### src/design/utf8s_pkg.sv
// Package for the UTF-8 character segmenter: byte-class constants, the count limit,
// the result-group struct passed from decoder to emitter, and small helper functions.
// No dependencies.
package utf8s_pkg;

    // String length bound; counts stop at min(MAX_STRING_BYTES - 1, 65535).
    localparam longint unsigned MAX_STRING_BYTES = 64'd65536;
    localparam logic [15:0] COUNT_LIMIT = (MAX_STRING_BYTES > 64'd65536) ? 16'hFFFF
                                        : 16'(MAX_STRING_BYTES - 64'd1);

    // Byte class masks and tags
    localparam logic [7:0] MASK_ASCII = 8'h80;
    localparam logic [7:0] MASK_LEAD2 = 8'hE0;
    localparam logic [7:0] MASK_CONT  = 8'hC0;
    localparam logic [7:0] MASK_LEAD3 = 8'hF0;
    localparam logic [7:0] MASK_LEAD4 = 8'hF8;
    localparam logic [7:0] TAG_CONT   = 8'h80;
    localparam logic [7:0] TAG_LEAD2  = 8'hC0;
    localparam logic [7:0] TAG_LEAD3  = 8'hE0;
    localparam logic [7:0] TAG_LEAD4  = 8'hF0;

    // ASCII whitespace codes
    localparam logic [7:0] CHR_TAB   = 8'h09;
    localparam logic [7:0] CHR_LF    = 8'h0A;
    localparam logic [7:0] CHR_CR    = 8'h0D;
    localparam logic [7:0] CHR_SPACE = 8'h20;

    // Lead byte lengths; zero marks a byte that cannot start a character
    localparam logic [2:0] LEN_BAD = 3'd0;
    localparam logic [2:0] LEN_ONE = 3'd1;
    localparam logic [2:0] LEN_TWO = 3'd2;
    localparam logic [2:0] LEN_THR = 3'd3;
    localparam logic [2:0] LEN_FOU = 3'd4;

    // Results caused by one input byte: flushed held bytes, then an optional final char
    typedef struct packed {
        logic [2:0][7:0] held;
        logic [1:0]      nflush;
        logic [15:0]     cur;
        logic            final_vld;
        logic [31:0]     final_bytes;
        logic [2:0]      final_len;
        logic [15:0]     final_start;
        logic            final_bad;
        logic            final_space;
        logic            last;
    } t_grp;

    function automatic logic [2:0] lead_len(input logic [7:0] b);
        logic [2:0] len;
        priority if ((b & MASK_ASCII) == 8'h00)      len = LEN_ONE;
        else if ((b & MASK_LEAD2) == TAG_LEAD2)      len = LEN_TWO;
        else if ((b & MASK_LEAD3) == TAG_LEAD3)      len = LEN_THR;
        else if ((b & MASK_LEAD4) == TAG_LEAD4)      len = LEN_FOU;
        else                                         len = LEN_BAD;
        return len;
    endfunction

    function automatic logic is_cont(input logic [7:0] b);
        return (b & MASK_CONT) == TAG_CONT;
    endfunction

    function automatic logic is_ws(input logic [7:0] b);
        return (b == CHR_SPACE) || (b == CHR_TAB) || (b == CHR_LF) || (b == CHR_CR);
    endfunction

    function automatic logic [15:0] sat_inc(input logic [15:0] v);
        return (v >= COUNT_LIMIT) ? COUNT_LIMIT : v + 16'd1;
    endfunction

endpackage

### src/design/utf8_char_segmenter.sv
// UTF-8 character segmenter, top level: input handshake, decoder and result emitter.
// Depends on utf8s_pkg, utf8s_decode and utf8s_emit.
//
// Feed a string one byte per item, setting i_last_byte on its final byte; the block
// returns one item per UTF-8 character with its bytes packed from bit 31 down, its
// length, start position, running character index and malformed/whitespace flags.
// A lead byte that is not valid, a sequence broken by a non-continuation byte, or a
// string that ends inside a sequence turns each affected byte into a malformed
// one-byte character; scanning resumes at the breaking byte. The last result of a
// string carries o_last_char, and all counters restart at zero for the next string.
// Positions and indexes saturate at 65535. Rate: one byte is accepted per cycle
// while each byte yields at most one character and the output is not stalled. A byte
// that yields several characters (up to 4, only on malformed input) holds the result
// emitter until all are out, since the emitter hands out one character per cycle
// while the output is not stalled; bytes that only extend a sequence yield nothing.
// An accepted byte's first character passes a group register after the decoder, then
// the output register. The output register lets a new byte enter while a result waits.
module utf8_char_segmenter (
    input  logic        i_clk,
    input  logic        i_rst_n,
    input  logic        i_in_valid,
    output logic        o_in_ready,
    input  logic [7:0]  i_byte_value,
    input  logic        i_last_byte,
    output logic        o_out_valid,
    input  logic        i_out_ready,
    output logic [31:0] o_char_bytes,
    output logic [2:0]  o_char_len,
    output logic [15:0] o_char_start,
    output logic [15:0] o_char_index,
    output logic        o_malformed,
    output logic        o_is_space,
    output logic        o_last_char
);
    import utf8s_pkg::*;

    logic in_accept;
    logic grp_load;
    logic grp_free;
    t_grp grp;

    // Take a byte whenever the group register is empty or drains this cycle.
    assign o_in_ready = grp_free;
    assign in_accept  = i_in_valid && grp_free;

    utf8s_decode u_decode (
        .i_clk        (i_clk),
        .i_rst_n      (i_rst_n),
        .i_accept     (in_accept),
        .i_byte_value (i_byte_value),
        .i_last_byte  (i_last_byte),
        .o_grp_load   (grp_load),
        .o_grp        (grp)
    );

    utf8s_emit u_emit (
        .i_clk        (i_clk),
        .i_rst_n      (i_rst_n),
        .i_grp_load   (grp_load),
        .i_grp        (grp),
        .o_grp_free   (grp_free),
        .o_out_valid  (o_out_valid),
        .i_out_ready  (i_out_ready),
        .o_char_bytes (o_char_bytes),
        .o_char_len   (o_char_len),
        .o_char_start (o_char_start),
        .o_char_index (o_char_index),
        .o_malformed  (o_malformed),
        .o_is_space   (o_is_space),
        .o_last_char  (o_last_char)
    );

endmodule

### src/design/utf8s_decode.sv
// Byte decoder for the UTF-8 character segmenter: holds the unfinished sequence and
// the byte position, and turns each accepted byte into at most one result group.
// Depends on utf8s_pkg.
module utf8s_decode (
    input  logic            i_clk,
    input  logic            i_rst_n,
    input  logic            i_accept,
    input  logic [7:0]      i_byte_value,
    input  logic            i_last_byte,
    output logic            o_grp_load,
    output utf8s_pkg::t_grp o_grp
);
    import utf8s_pkg::*;

    logic [2:0][7:0] r_pend, n_pend;
    logic [1:0]      r_pcnt, n_pcnt;
    logic [2:0]      r_exp, n_exp;
    logic [15:0]     r_pos, n_pos;
    logic [2:0]      lead;
    logic            hold;
    logic [31:0]     packed_chr;

    assign lead = lead_len(i_byte_value);
    assign hold = (r_pcnt != 2'd0);

    always_comb begin
        unique case (r_pcnt)
            2'd1:    packed_chr = {r_pend[0], i_byte_value, 16'h0000};
            2'd2:    packed_chr = {r_pend[0], r_pend[1], i_byte_value, 8'h00};
            2'd3:    packed_chr = {r_pend[0], r_pend[1], r_pend[2], i_byte_value};
            default: packed_chr = {i_byte_value, 24'h000000};
        endcase
    end

    always_comb begin
        n_pend = r_pend;
        n_pcnt = r_pcnt;
        n_exp  = r_exp;
        n_pos  = i_last_byte ? 16'd0 : sat_inc(r_pos);

        o_grp             = '0;
        o_grp.held        = r_pend;
        o_grp.cur         = r_pos;
        o_grp.final_bytes = {i_byte_value, 24'h000000};
        o_grp.final_len   = 3'd1;
        o_grp.final_start = r_pos;
        o_grp.last        = i_last_byte;

        if (hold && is_cont(i_byte_value)) begin
            if (({1'b0, r_pcnt} + 3'd1) >= r_exp) begin
                // sequence complete
                o_grp.final_vld   = 1'b1;
                o_grp.final_bytes = packed_chr;
                o_grp.final_len   = {1'b0, r_pcnt} + 3'd1;
                o_grp.final_start = (r_pos >= 16'(r_pcnt)) ? r_pos - 16'(r_pcnt) : 16'd0;
                n_pcnt = 2'd0;
                n_exp  = 3'd0;
            end else if (i_last_byte) begin
                // string cut off inside a sequence
                o_grp.nflush    = r_pcnt;
                o_grp.final_vld = 1'b1;
                o_grp.final_bad = 1'b1;
                n_pcnt = 2'd0;
                n_exp  = 3'd0;
            end else begin
                n_pend[r_pcnt] = i_byte_value;
                n_pcnt = r_pcnt + 2'd1;
            end
        end else begin
            // flush whatever is held, then treat the byte as a lead byte
            o_grp.nflush = r_pcnt;
            n_pcnt = 2'd0;
            n_exp  = 3'd0;
            if (lead == LEN_ONE) begin
                o_grp.final_vld   = 1'b1;
                o_grp.final_space = is_ws(i_byte_value);
            end else if ((lead == LEN_BAD) || i_last_byte) begin
                o_grp.final_vld = 1'b1;
                o_grp.final_bad = 1'b1;
            end else begin
                n_pend[0] = i_byte_value;
                n_pcnt = 2'd1;
                n_exp  = lead;
            end
        end

        if (i_last_byte) begin
            n_pcnt = 2'd0;
            n_exp  = 3'd0;
        end
    end

    assign o_grp_load = i_accept && ((o_grp.nflush != 2'd0) || o_grp.final_vld);

    always_ff @(posedge i_clk) begin
        if (!i_rst_n) begin
            r_pcnt <= 2'd0;
            r_exp  <= 3'd0;
            r_pos  <= 16'd0;
        end else if (i_accept) begin
            r_pcnt <= n_pcnt;
            r_exp  <= n_exp;
            r_pos  <= n_pos;
        end
    end

    always_ff @(posedge i_clk) begin
        if (i_accept) begin
            r_pend <= n_pend;
        end
    end

endmodule

### src/design/utf8s_emit.sv
// Result emitter for the UTF-8 character segmenter: holds one result group and hands
// its characters, numbered, out one per cycle unless stalled, through a registered output.
// Depends on utf8s_pkg.
module utf8s_emit (
    input  logic            i_clk,
    input  logic            i_rst_n,
    input  logic            i_grp_load,
    input  utf8s_pkg::t_grp i_grp,
    output logic            o_grp_free,
    output logic            o_out_valid,
    input  logic            i_out_ready,
    output logic [31:0]     o_char_bytes,
    output logic [2:0]      o_char_len,
    output logic [15:0]     o_char_start,
    output logic [15:0]     o_char_index,
    output logic            o_malformed,
    output logic            o_is_space,
    output logic            o_last_char
);
    import utf8s_pkg::*;

    t_grp        r_grp;
    logic        r_grp_vld;
    logic [1:0]  r_slot;
    logic [15:0] r_cnt;
    logic        r_out_vld;
    logic [31:0] r_bytes;
    logic [2:0]  r_len;
    logic [15:0] r_start;
    logic [15:0] r_index;
    logic        r_bad;
    logic        r_space;
    logic        r_last;

    logic        out_load;
    logic        slot_final;
    logic        grp_end;
    logic [1:0]  back;
    logic [7:0]  held_byte;
    logic [31:0] n_bytes;
    logic [2:0]  n_len;
    logic [15:0] n_start;
    logic        n_bad;
    logic        n_space;
    logic        n_last;

    assign out_load   = r_grp_vld && (!r_out_vld || i_out_ready);
    assign slot_final = (r_slot == r_grp.nflush);
    assign grp_end    = slot_final
                     || (!r_grp.final_vld && (2'(r_slot + 2'd1) == r_grp.nflush));
    assign o_grp_free = !r_grp_vld || (out_load && grp_end);
    assign back       = r_grp.nflush - r_slot;

    always_comb begin
        unique case (r_slot)
            2'd0:    held_byte = r_grp.held[0];
            2'd1:    held_byte = r_grp.held[1];
            default: held_byte = r_grp.held[2];
        endcase
    end

    always_comb begin
        if (slot_final) begin
            n_bytes = r_grp.final_bytes;
            n_len   = r_grp.final_len;
            n_start = r_grp.final_start;
            n_bad   = r_grp.final_bad;
            n_space = r_grp.final_space;
            n_last  = r_grp.last;
        end else begin
            n_bytes = {held_byte, 24'h000000};
            n_len   = 3'd1;
            n_start = (r_grp.cur >= 16'(back)) ? r_grp.cur - 16'(back) : 16'd0;
            n_bad   = 1'b1;
            n_space = 1'b0;
            n_last  = 1'b0;
        end
    end

    always_ff @(posedge i_clk) begin
        if (!i_rst_n) begin
            r_grp_vld <= 1'b0;
            r_slot    <= 2'd0;
            r_cnt     <= 16'd0;
            r_out_vld <= 1'b0;
        end else begin
            if (i_grp_load) begin
                r_grp_vld <= 1'b1;
                r_slot    <= 2'd0;
            end else if (out_load && grp_end) begin
                r_grp_vld <= 1'b0;
            end else if (out_load) begin
                r_slot <= r_slot + 2'd1;
            end

            if (out_load) begin
                r_out_vld <= 1'b1;
                r_cnt     <= n_last ? 16'd0 : sat_inc(r_cnt);
            end else if (i_out_ready) begin
                r_out_vld <= 1'b0;
            end
        end
    end

    always_ff @(posedge i_clk) begin
        if (i_grp_load) begin
            r_grp <= i_grp;
        end
        if (out_load) begin
            r_bytes <= n_bytes;
            r_len   <= n_len;
            r_start <= n_start;
            r_index <= r_cnt;
            r_bad   <= n_bad;
            r_space <= n_space;
            r_last  <= n_last;
        end
    end

    assign o_out_valid  = r_out_vld;
    assign o_char_bytes = r_bytes;
    assign o_char_len   = r_len;
    assign o_char_start = r_start;
    assign o_char_index = r_index;
    assign o_malformed  = r_bad;
    assign o_is_space   = r_space;
    assign o_last_char  = r_last;

endmodule

### config.mk
export PLATFORM = sky130hd
export DESIGN_NAME = utf8_char_segmenter
export DESIGN_NICKNAME = d
export VERILOG_FILES = /design/src/design/utf8s_pkg.sv /design/src/design/utf8_char_segmenter.sv /design/src/design/utf8s_decode.sv /design/src/design/utf8s_emit.sv
export SDC_FILE = /design/constraint.sdc
export NUM_CORES = 1
export LEC_CHECK = 0
export BUFFER_PORTS_ARGS = -buffer_cell sky130_fd_sc_hd__buf_2
export CORE_UTILIZATION = 31
export DETAILED_ROUTE_END_ITERATION = 7
export SETUP_SLACK_MARGIN = 0.1
export SYNTH_ARGS = -nofsm -noshare
export SYNTH_HDL_FRONTEND = slang
export SYNTH_HIERARCHICAL = 1
export SYNTH_SLANG_ARGS = --single-unit
export TNS_END_PERCENT = 50
### constraint.sdc
create_clock -name i_clk -period 8.5 [get_ports i_clk]
set_input_delay 1.275 -clock i_clk [delete_from_list [all_inputs] [get_ports i_clk]]
set_output_delay 1.275 -clock i_clk [all_outputs]
set_load 0.01 [all_outputs]
==> results of run 1 <==
-- routing by layer --
metal / GRT usage / vias up
li1: - / 3201
met1: 0.189 / 3210
met2: 0.204 / 167
met3: 0.0226 / 34
met4: 0.0387 / 2
met5: 0 / -
-- cell families (layout without fill, tap and decap cells) --
family | count (synthesis) | in the layout | share of synthesized area
flip-flops | 232 | 232 | 0.648
adder cells (fa/ha/maj) | 19 | 19 | 0.0250
AND/OR/NAND/NOR | 297 | 297 | 0.161
XOR/XNOR | 16 | 16 | 0.0139
buffers and inverters | 72 | 154 | 0.0313
multiplexers | 11 | 11 | 0.0118
AO/OA/AOI/OAI | 172 | 172 | 0.109
other | 1 | 3 | 0.000371
-- through the flow --
step                      utilization  cells
after floorplan                     -    820
after global placement          0.343   1294
after detailed placement        0.343   1294
after CTS                       0.366   1337
after global routing            0.366   1337
final                           0.367   1339
-- sequential cells by signal (all words and copies together) (netlist names), 3 cells and up --
name and count:
u_emit/o_char_len 3, u_emit/o_char_start 16, u_decode/r_pos 16, u_emit/r_cnt 16, u_decode/o_grp 24, u_emit/o_char_bytes 32, u_emit/r_grp 97, u_emit/o_char_index 16
u_decode/r_exp 3
-- layout make-up --
type,instances,area [um2]
Clock buffer,30,623
Multi-Input combinational cell,516,3260
Inverter,25,93.8
Timing Repair Buffer,86,435
Sequential cell,232,6560
Clock inverter,13,134
Fill cell,3023,20100
Tap cell,435,544
Antenna cell,2,5.00
-- where the power goes --
part / total, mW / internal, mW / switching [mW]
clock: 1.01 / 0.583 / 0.424
sequential: 1.32 / 1.30 / 0.0210
combinational: 0.187 / 0.0599 / 0.127
-- worst max path at each step --
stage	start	endpoint	slack, ns	cells after the start
floorplan	i_out_ready	u_emit/r_slot[0]	0.42	10
global placement	u_emit/r_grp[71]	u_emit/r_slot[0]	3.86	12
detailed placement	u_emit/r_grp[71]	u_emit/r_slot[0]	3.63	12
CTS	u_emit/r_grp[71]	u_emit/r_slot[0]	3.62	12
global route	u_emit/r_grp[71]	u_emit/r_slot[0]	3.13	12
finish	u_emit/r_grp[71]	u_emit/r_slot[0]	3.71	12
-- synthesized netlist by cell type (3+ instances only) --
master	number	area, um2
and4_1	3	26.3
ha_1	17	213
and3_1	42	263
xor2_1	6	52.6
mux2_2	6	67.6
a31oi_1	31	194
dfxtp_1	41	821
nor3_1	20	100
a22oi_1	21	158
edfxtp_1	191	5740
nand2b_1	6	37.5
nand4_1	5	31.3
buf_4	3	22.5
xnor2_1	10	87.6
o31ai_1	13	97.6
buf_1	3	11.3
a32o_1	3	30.0
o21ai_0	42	210
nand3_1	14	70.1
or4_1	3	22.5
nand2_1	77	289
nor2_1	57	214
or3_4	3	33.8
nand3b_1	3	22.5
a21oi_1	21	105
inv_1	23	86.3
nor4_1	7	43.8
o21ai_1	17	85.1
mux2i_1	4	40.0
a21boi_0	3	22.5
nor2b_1	17	106
clkbuf_1	31	116
or3_1	4	25.0
and2_1	11	68.8
buf_2	5	25.0
-- worst register-to-register path: stages (launching register included) --
cell	delay (ns)
edfxtp_1	0.34
inv_1	0.05
ha_1	0.83
a21bo_2	0.26
o32ai_1	0.11
o21ai_0	0.30
and2_1	0.43
inv_1	0.30
a31oi_4	0.97
buf_4	0.78
inv_1	0.15
nand2_1	0.12
nor2_1	0.05
==> metrics.txt, run 1 <==
Slew Viols, Final=0; Vias per Instance=around 5; Tcrit/Tclk final=0.563; commonest non-fill, non-tap cell in the layout=edfxtp_1; nets=a little over 900; die height=~180 um; met2 wire len=approximately 10000 um; PwrDens=216 nW/um2; Synth cell types=80; worst clock skew=0.00731 ns; CP delay by family, top=compound AO/OA/AOI/OAI gates; post-synthesis cell count=820; critical path type=reg -> reg; Site Rows=65; # IOs=85; Seq/Total Area, Yosys=0.648; EDFF count, synth=between 150 and 200; mapped cell area=approximately 10000 um2; initial antenna violation count=1; post-route setup TNS=0 ns; worst setup margin=~3.7 ns; CP required=approximately 9 ns; Lkg Pwr=slightly above 4 nW; Max Cap Violations=0; hold path endpoint=u_emit/r_grp[87]; CTS Buf Count=24; layout cells sized above 1=0.174; WL met3=1020 um; area growth from synthesis to layout=15.2%; syn_nets=852; Worst Hold Class=reg -> reg; critical-path cell list=inv_1, ha_1, a21bo_2, o32ai_1, o21ai_0, and2_1, inv_1, a31oi_4, buf_4, inv_1, nand2_1, nor2_1; Worst VDD drop=118 uV; dpl hpwl=between 15000 and 20000 um; PortBufs=84; critical path arrival=between 5 and 6 ns; core area=approximately 32000 um2; CTS Root Cell=clkbuf_16; global-route wire length before repair=about 35000 um; antenna-violating nets left=0; RR Startpoint=u_emit/r_grp[71]; clk buf depth=3; Hold-fix buffers, CTS=0; Slew HR=0.210; most used cell, CP=inv_1; initial core utilization=0.318; Least-Margin Pin Slew=between 1 and 1.5 ns; Crit Path Max Fanout=64; post-CTS resize count=0; worst r2r dst=u_emit/r_slot[0]; Worst Setup End Kind=flop; status=finished, final reports clean; TritonCTS Sinks=232; vias in the first global route=roughly 6200; # Post-CTS Setup Buffers=0; placed inst area=about 11000 um2; Min Hold Slack=~0.45 ns; highest metal used=met5; Placement Setup Slack=between 3 and 4 ns; FFs w/ async S/R, synth=0; remaining global-route overflow=0; Critical path buffers and inverters=4; Startpoint Class=flop; clock latency on the worst-skew pair=between 0.5 and 0.6 ns; Hold Path Stages=0; die area=33400 um2; largest net degree at the start of global routing=65; first drt pass iteration count=5; YS warnings=6; H-tree depth=1; WL final=approximately 22000 um; unrepaired setup endpoints after global routing=no; DRT iter0 DRCs=roughly 560; syn_area_per_cell=~12 um2; Vias=6614; final hold vios=0; R2R setup slack=about 3.7 ns; CTS tree=done; total track usage=0.132; Critical-path top delay cell=a31oi_4; depth of the most critical reg-to-reg path=12; total power=2.51 mW; most frequent cells in the layout=191 x edfxtp_1, 84 x buf_2, 77 x nand2_1; WL met1=between 10000 and 15000 um; Worst Hold Launch=u_decode/o_grp[87]; max incr delay on CP=about 0.97 ns; Final min period=4.79 ns; main flop type after synthesis=edfxtp_1; Setup violations, final=0; wire length per cell=between 15 and 20 um; Yosys reg bits=about 230; residual DRC count=0; final instance area=11700 um2; FMAX=about 210 MHz; clock slew at reported path FFs=approximately 0.060 ns; die width=about 180 um; Final GP Congestion=roughly 0.81
No activity file was read; power rests on OpenSTA's default activity.
==> inputs of run 2 (changes only) <==
clock period = 4.69 ns   (was 8.5 ns; I/O delays follow)
==> metrics.txt, run 2 (synthesis gave the netlist of run 1 again) <==
max incr delay on CP=0.80 ns (was 0.97 ns); Site Rows=65 (unchanged); Lkg Pwr=4.13 nW (was 4.08 nW); Startpoint Class=flop (unchanged); Setup violations, final=0 (unchanged); DRT iter0 DRCs=550 (was 559); R2R setup slack=0.91 ns (was 3.71 ns); unrepaired setup endpoints after global routing=no (unchanged); Tcrit/Tclk final=0.806 (was 0.563); post-route setup TNS=0 ns (unchanged); die area=33400 um2 (unchanged); Largest register FFs=97 (unchanged); CP required=4.89 ns (was 8.90 ns); worst setup margin=0.911 ns (was 3.71 ns); Crit Path Max Fanout=34 (was 64); worst r2r dst=u_emit/r_grp[33] (was u_emit/r_slot[0]); Worst Hold Launch=u_decode/o_grp[78] (was u_decode/o_grp[87]); largest reg by FF count=u_emit/r_grp (unchanged); Filler Cells Inserted=3044 (was 3023); clock latency on the worst-skew pair=0.51 ns (about the same); commonest non-fill, non-tap cell in the layout=edfxtp_1 (unchanged); Hold Path Stages=0 (unchanged); H-tree depth=1 (unchanged); first drt pass iteration count=5 (unchanged); global-route wire length before repair=35500 um (was 34900 um); Worst Hold Class=reg -> reg (unchanged); final hold vios=0 (unchanged); status=finished, final reports clean (unchanged); core area=31800 um2 (unchanged); area growth from synthesis to layout=16.1% (was 15.2%); most frequent cells in the layout=191 x edfxtp_1, 84 x buf_2, 77 x nand2_1 (unchanged); initial antenna violation count=2 (was 1); Slew Viols, Final=0 (unchanged); RR Startpoint=u_emit/r_grp[71] (unchanged); Placement Setup Slack=0.894 ns (was 3.63 ns); Vias=6658 (was 6614); Max Cap Violations=0 (unchanged); placed inst area=11000 um2 (was 10900 um2); Hold-fix buffers, CTS=0 (unchanged); CTS tree=done (unchanged); Worst VDD drop=244 uV (was 118 uV); initial core utilization=0.318 (unchanged); worst clock skew=0.00572 ns (was 0.00731 ns); Least-Margin Pin Slew=0.849 ns (was 1.18 ns); hold path endpoint=u_emit/r_grp[78] (was u_emit/r_grp[87]); PwrDens=390 nW/um2 (was 216 nW/um2); # Post-CTS Setup Buffers=0 (unchanged); FMAX=265 MHz (was 209 MHz); clk buf depth=3 (unchanged); most used cell, CP=inv_1 (unchanged); # IOs=85 (unchanged); remaining global-route overflow=0 (unchanged); vias in the first global route=6440 (was 6248); total track usage=0.135 (was 0.132); TritonCTS Sinks=232 (unchanged); largest net degree at the start of global routing=52 (was 65); WL final=22500 um (was 22000 um); antenna-violating nets left=0 (unchanged); Final GP Congestion=0.845 (was 0.810); PortBufs=84 (unchanged); post-CTS resize count=0 (unchanged); final instance area=11700 um2 (about the same); wire length per cell=16.7 um (was 16.4 um); CTS Buf Count=23 (was 24); Min Hold Slack=0.451 ns (was 0.448 ns); depth of the most critical reg-to-reg path=9 (was 12); Slew HR=0.429 (was 0.210); nets=923 (was 917); Worst Setup End Kind=flop (unchanged); critical-path cell list=inv_1, ha_1, nor2b_1, o32ai_1, o21ai_0, and2_1, inv_1, a31oi_4, buf_12 (was inv_1, ha_1, a21bo_2, o32ai_1, o21ai_0, and2_1, inv_1, a31oi_4, buf_4, inv_1, nand2_1, nor2_1); Vias per Instance=4.95 (was 4.94); Final min period=3.78 ns (was 4.79 ns); CTS Root Cell=clkbuf_16 (unchanged); critical path type=reg -> reg (unchanged); residual DRC count=0 (unchanged); die height=183 um (unchanged); dpl hpwl=15700 um (was 15200 um); layout cells sized above 1=0.177 (was 0.174); critical path arrival=3.98 ns (was 5.19 ns); total power=4.58 mW (was 2.51 mW); clock slew at reported path FFs=0.06 ns (about the same); die width=183 um (unchanged); Critical-path top delay cell=ha_1 (was a31oi_4)
[run 2: changes by cell type in the layout (fill, tap and decap cells not counted)]
cell / previous run / this run
buf_12: 0 / 3
buf_4: 2 / 6
bufinv_16: 2 / 3
clkbuf_1: 6 / 8
clkbuf_16: 24 / 23
clkbuf_8: 0 / 2
clkinv_2: 4 / 2
clkinv_8: 1 / 0
clkinvlp_4: 4 / 2
diode_2: 2 / 1
inv_2: 2 / 1
inv_6: 0 / 1
[run 2: through the flow]
stage / util / cells
after floorplan: - / 820
after global placement: 0.345 / 1301
after detailed placement: 0.345 / 1301
after CTS: 0.369 / 1343
after global routing: 0.369 / 1343
final: 0.369 / 1344
[run 2: metal layers]
layer  routed length [um]  part of all wire  GRT usage
met1                10400              0.46      0.187
met2                10400              0.46      0.216
met3                 1270             0.057     0.0243
met4                  374             0.017     0.0336
met5                    8           0.00036          0
[run 2: final cells by class]
| cell class | instances | area, um2 | share of cell area |
|---|---|---|---|
| well taps | 435 | 544 | 0.0463 |
| clock inverters | 9 | 126 | 0.0108 |
| clock buffers | 33 | 633 | 0.0539 |
| repair buffers | 93 | 526 | 0.0447 |
| multi-input cells | 516 | 3260 | 0.278 |
| diodes | 1 | 2.50 | 0.000213 |
| inverters | 25 | 95.1 | 0.00810 |
| flip-flops and latches | 232 | 6560 | 0.558 |
[run 2: worst max-delay path by stage]
stage                     slack [ns]        startpoint  cells past startpoint               end
after detailed placement        0.89  u_emit/r_grp[71]                      9  u_emit/r_grp[90]
after global placement          1.03  u_emit/r_grp[71]                      9  u_emit/r_grp[91]
after floorplan                 0.33  u_emit/r_slot[1]                     13  u_emit/r_slot[0]
after CTS                       0.89  u_emit/r_grp[71]                      9  u_emit/r_grp[82]
after global routing            0.51  u_emit/r_grp[71]                     12  u_emit/r_slot[1]
final                           0.91  u_emit/r_grp[71]                      9  u_emit/r_grp[33]
[run 2: report_power, final]
part / switching [mW] / internal (mW) / total (mW)
Combinational: 0.232 / 0.119 / 0.352
Sequential: 0.0392 / 2.35 / 2.39
Clock: 0.734 / 1.11 / 1.84
Total: 1.01 / 3.58 / 4.58
[run 2: worst max-delay path, delay by kind of cell, from the launching register on]
family	cells	cell delay [ns]
flip-flops	1	0.33
buffers and inverters	3	0.63
AND/OR/NAND/NOR	2	0.64
adder cells (fa/ha/maj)	1	0.80
AO/OA/AOI/OAI	3	1.06
==> inputs of run 3 (changes only) <==
clock period = 3.9 ns   (was 4.69 ns; I/O delays follow)
==> metrics.txt, run 3 (synthesis gave the netlist of run 1 again) <==
die area=33400 um2 (unchanged); TritonCTS Sinks=232 (unchanged); layout cells sized above 1=0.202 (was 0.177); Vias=6608 (was 6658); RR Startpoint=u_decode/r_pcnt[1] (was u_emit/r_grp[71]); Worst VDD drop=259 uV (was 244 uV); FMAX=320 MHz (was 265 MHz); first drt pass iteration count=5 (unchanged); total track usage=0.131 (was 0.135); clock latency on the worst-skew pair=0.51 ns (about the same); Multi-input gate area=3330 um2 (was 3260 um2); Placement Setup Slack=0.808 ns (was 0.894 ns); post-CTS resize count=0 (unchanged); worst setup margin=0.772 ns (was 0.911 ns); critical path type=reg -> reg (unchanged); total power=5.78 mW (was 4.58 mW); depth of the most critical reg-to-reg path=7 (was 9); Least-Margin Pin Slew=0.846 ns (was 0.849 ns); nets=922 (was 923); Largest register FFs=97 (unchanged); WL final=21800 um (was 22500 um); core area=31800 um2 (unchanged); Setup violations, final=0 (unchanged); CP startpoint=u_decode/r_pcnt[1] (was u_emit/r_grp[71]); clk buf depth=3 (unchanged); Slew Viols, Final=0 (unchanged); non-filler cells, final=1344 (unchanged); Max Cap Violations=0 (unchanged); antenna-violating nets left=0 (unchanged); initial core utilization=0.318 (unchanged); remaining global-route overflow=0 (unchanged); unrepaired setup endpoints after global routing=no (unchanged); CTS tree=done (unchanged); Crit Path Max Fanout=17 (was 34); Vias per Instance=4.92 (was 4.95); critical path arrival=3.39 ns (was 3.98 ns); Lkg Pwr=4.19 nW (was 4.13 nW); initial antenna violation count=4 (was 2); worst clock skew=0.0100 ns (was 0.00572 ns); Tcrit/Tclk final=0.802 (was 0.806); Min Hold Slack=0.431 ns (was 0.451 ns); Worst Hold Class=in -> reg (was reg -> reg); residual DRC count=0 (unchanged); H-tree depth=1 (unchanged); dpl hpwl=15200 um (was 15700 um); PwrDens=486 nW/um2 (was 390 nW/um2); final hold vios=0 (unchanged); R2R setup slack=0.77 ns (was 0.91 ns); Hold-fix buffers, CTS=0 (unchanged); clock slew at reported path FFs=0.06 ns (about the same); most frequent cells in the layout=191 x edfxtp_1, 84 x buf_2, 77 x nand2_1 (unchanged); CTS Root Cell=clkbuf_16 (unchanged); die height=183 um (unchanged); die width=183 um (unchanged); Final min period=3.13 ns (was 3.78 ns); crit path capture=u_emit/r_grp[13] (was u_emit/r_grp[33]); commonest non-fill, non-tap cell in the layout=edfxtp_1 (unchanged); CP required=4.16 ns (was 4.89 ns); Final GP Congestion=0.833 (was 0.845); largest net degree at the start of global routing=74 (was 52); CTS Buf Count=24 (was 23); worst r2r dst=u_emit/r_grp[13] (was u_emit/r_grp[33]); Filler Cells Inserted=3004 (was 3044); DRT iter0 DRCs=458 (was 550); # IOs=85 (unchanged); area growth from synthesis to layout=17.6% (was 16.1%); global-route wire length before repair=35100 um (was 35500 um); wire length per cell=16.2 um (was 16.7 um); Slew HR=0.431 (was 0.429); FF+latch area=6560 um2 (about the same); Worst Setup End Kind=flop (unchanged); # Post-CTS Setup Buffers=0 (unchanged); Site Rows=65 (unchanged); largest reg by FF count=u_emit/r_grp (unchanged); PortBufs=84 (unchanged); status=finished, final reports clean (unchanged); Startpoint Class=flop (unchanged); Inst Count DP=1299 (was 1301); vias in the first global route=6390 (was 6440); post-route setup TNS=0 ns (unchanged)
-- run 3: worst min-delay path by stage --
stage,startpoint,to,slack [ns],cells past startpoint
2_1_floorplan,u_decode/r_pos[3],u_emit/r_grp[58],0.40,0
3_3_place_gp,u_decode/o_grp[76],u_emit/r_grp[76],0.43,0
3_5_place_dp,u_decode/o_grp[85],u_emit/r_grp[85],0.43,0
4_1_cts,i_out_ready,u_emit/o_out_valid,0.42,4
5_1_grt,i_byte_value[2],u_decode/o_grp[91],0.43,1
6_report,i_byte_value[2],u_decode/o_grp[91],0.43,1
-- run 3: area by class of cell --
| class | instances | share of cell area |
|---|---|---|
| Sequential cell | 232 | 0.551 |
| Multi-Input combinational cell | 516 | 0.280 |
| Clock buffer | 30 | 0.0567 |
| Tap cell | 435 | 0.0457 |
| Timing Repair Buffer | 91 | 0.0408 |
| Clock inverter | 14 | 0.0171 |
| Inverter | 25 | 0.00799 |
| Antenna cell | 1 | 0.000210 |
-- run 3: layer usage --
metal	up-vias	global-route usage	wire length, um
li1	3219	-	-
met1	3161	0.180	10000
met2	194	0.213	10200
met3	28	0.0239	1290
met4	6	0.0346	299
met5	-	0	38
-- run 3: critical path, cell delays in order (launching register included) --
cell and delay (ns):
dfxtp_2 0.50, ha_1 0.59, ha_1 0.24, nand2_1 0.08, o21ai_2 0.27, nand2_2 0.27, or4_1 0.60, mux2_1 0.32
-- run 3: stage by stage --
stage / instance area (um2) / util
floorplan: 10200 / -
global placement: 11000 / 0.346
CTS: 11900 / 0.374
detailed placement: 11000 / 0.346
global route: 11900 / 0.374
finish: 11900 / 0.374
-- run 3: report_power, final --
part	internal, mW	switching [mW]	total (mW)
clock	1.56	0.928	2.49
combinational	0.144	0.279	0.423
sequential	2.83	0.0459	2.87
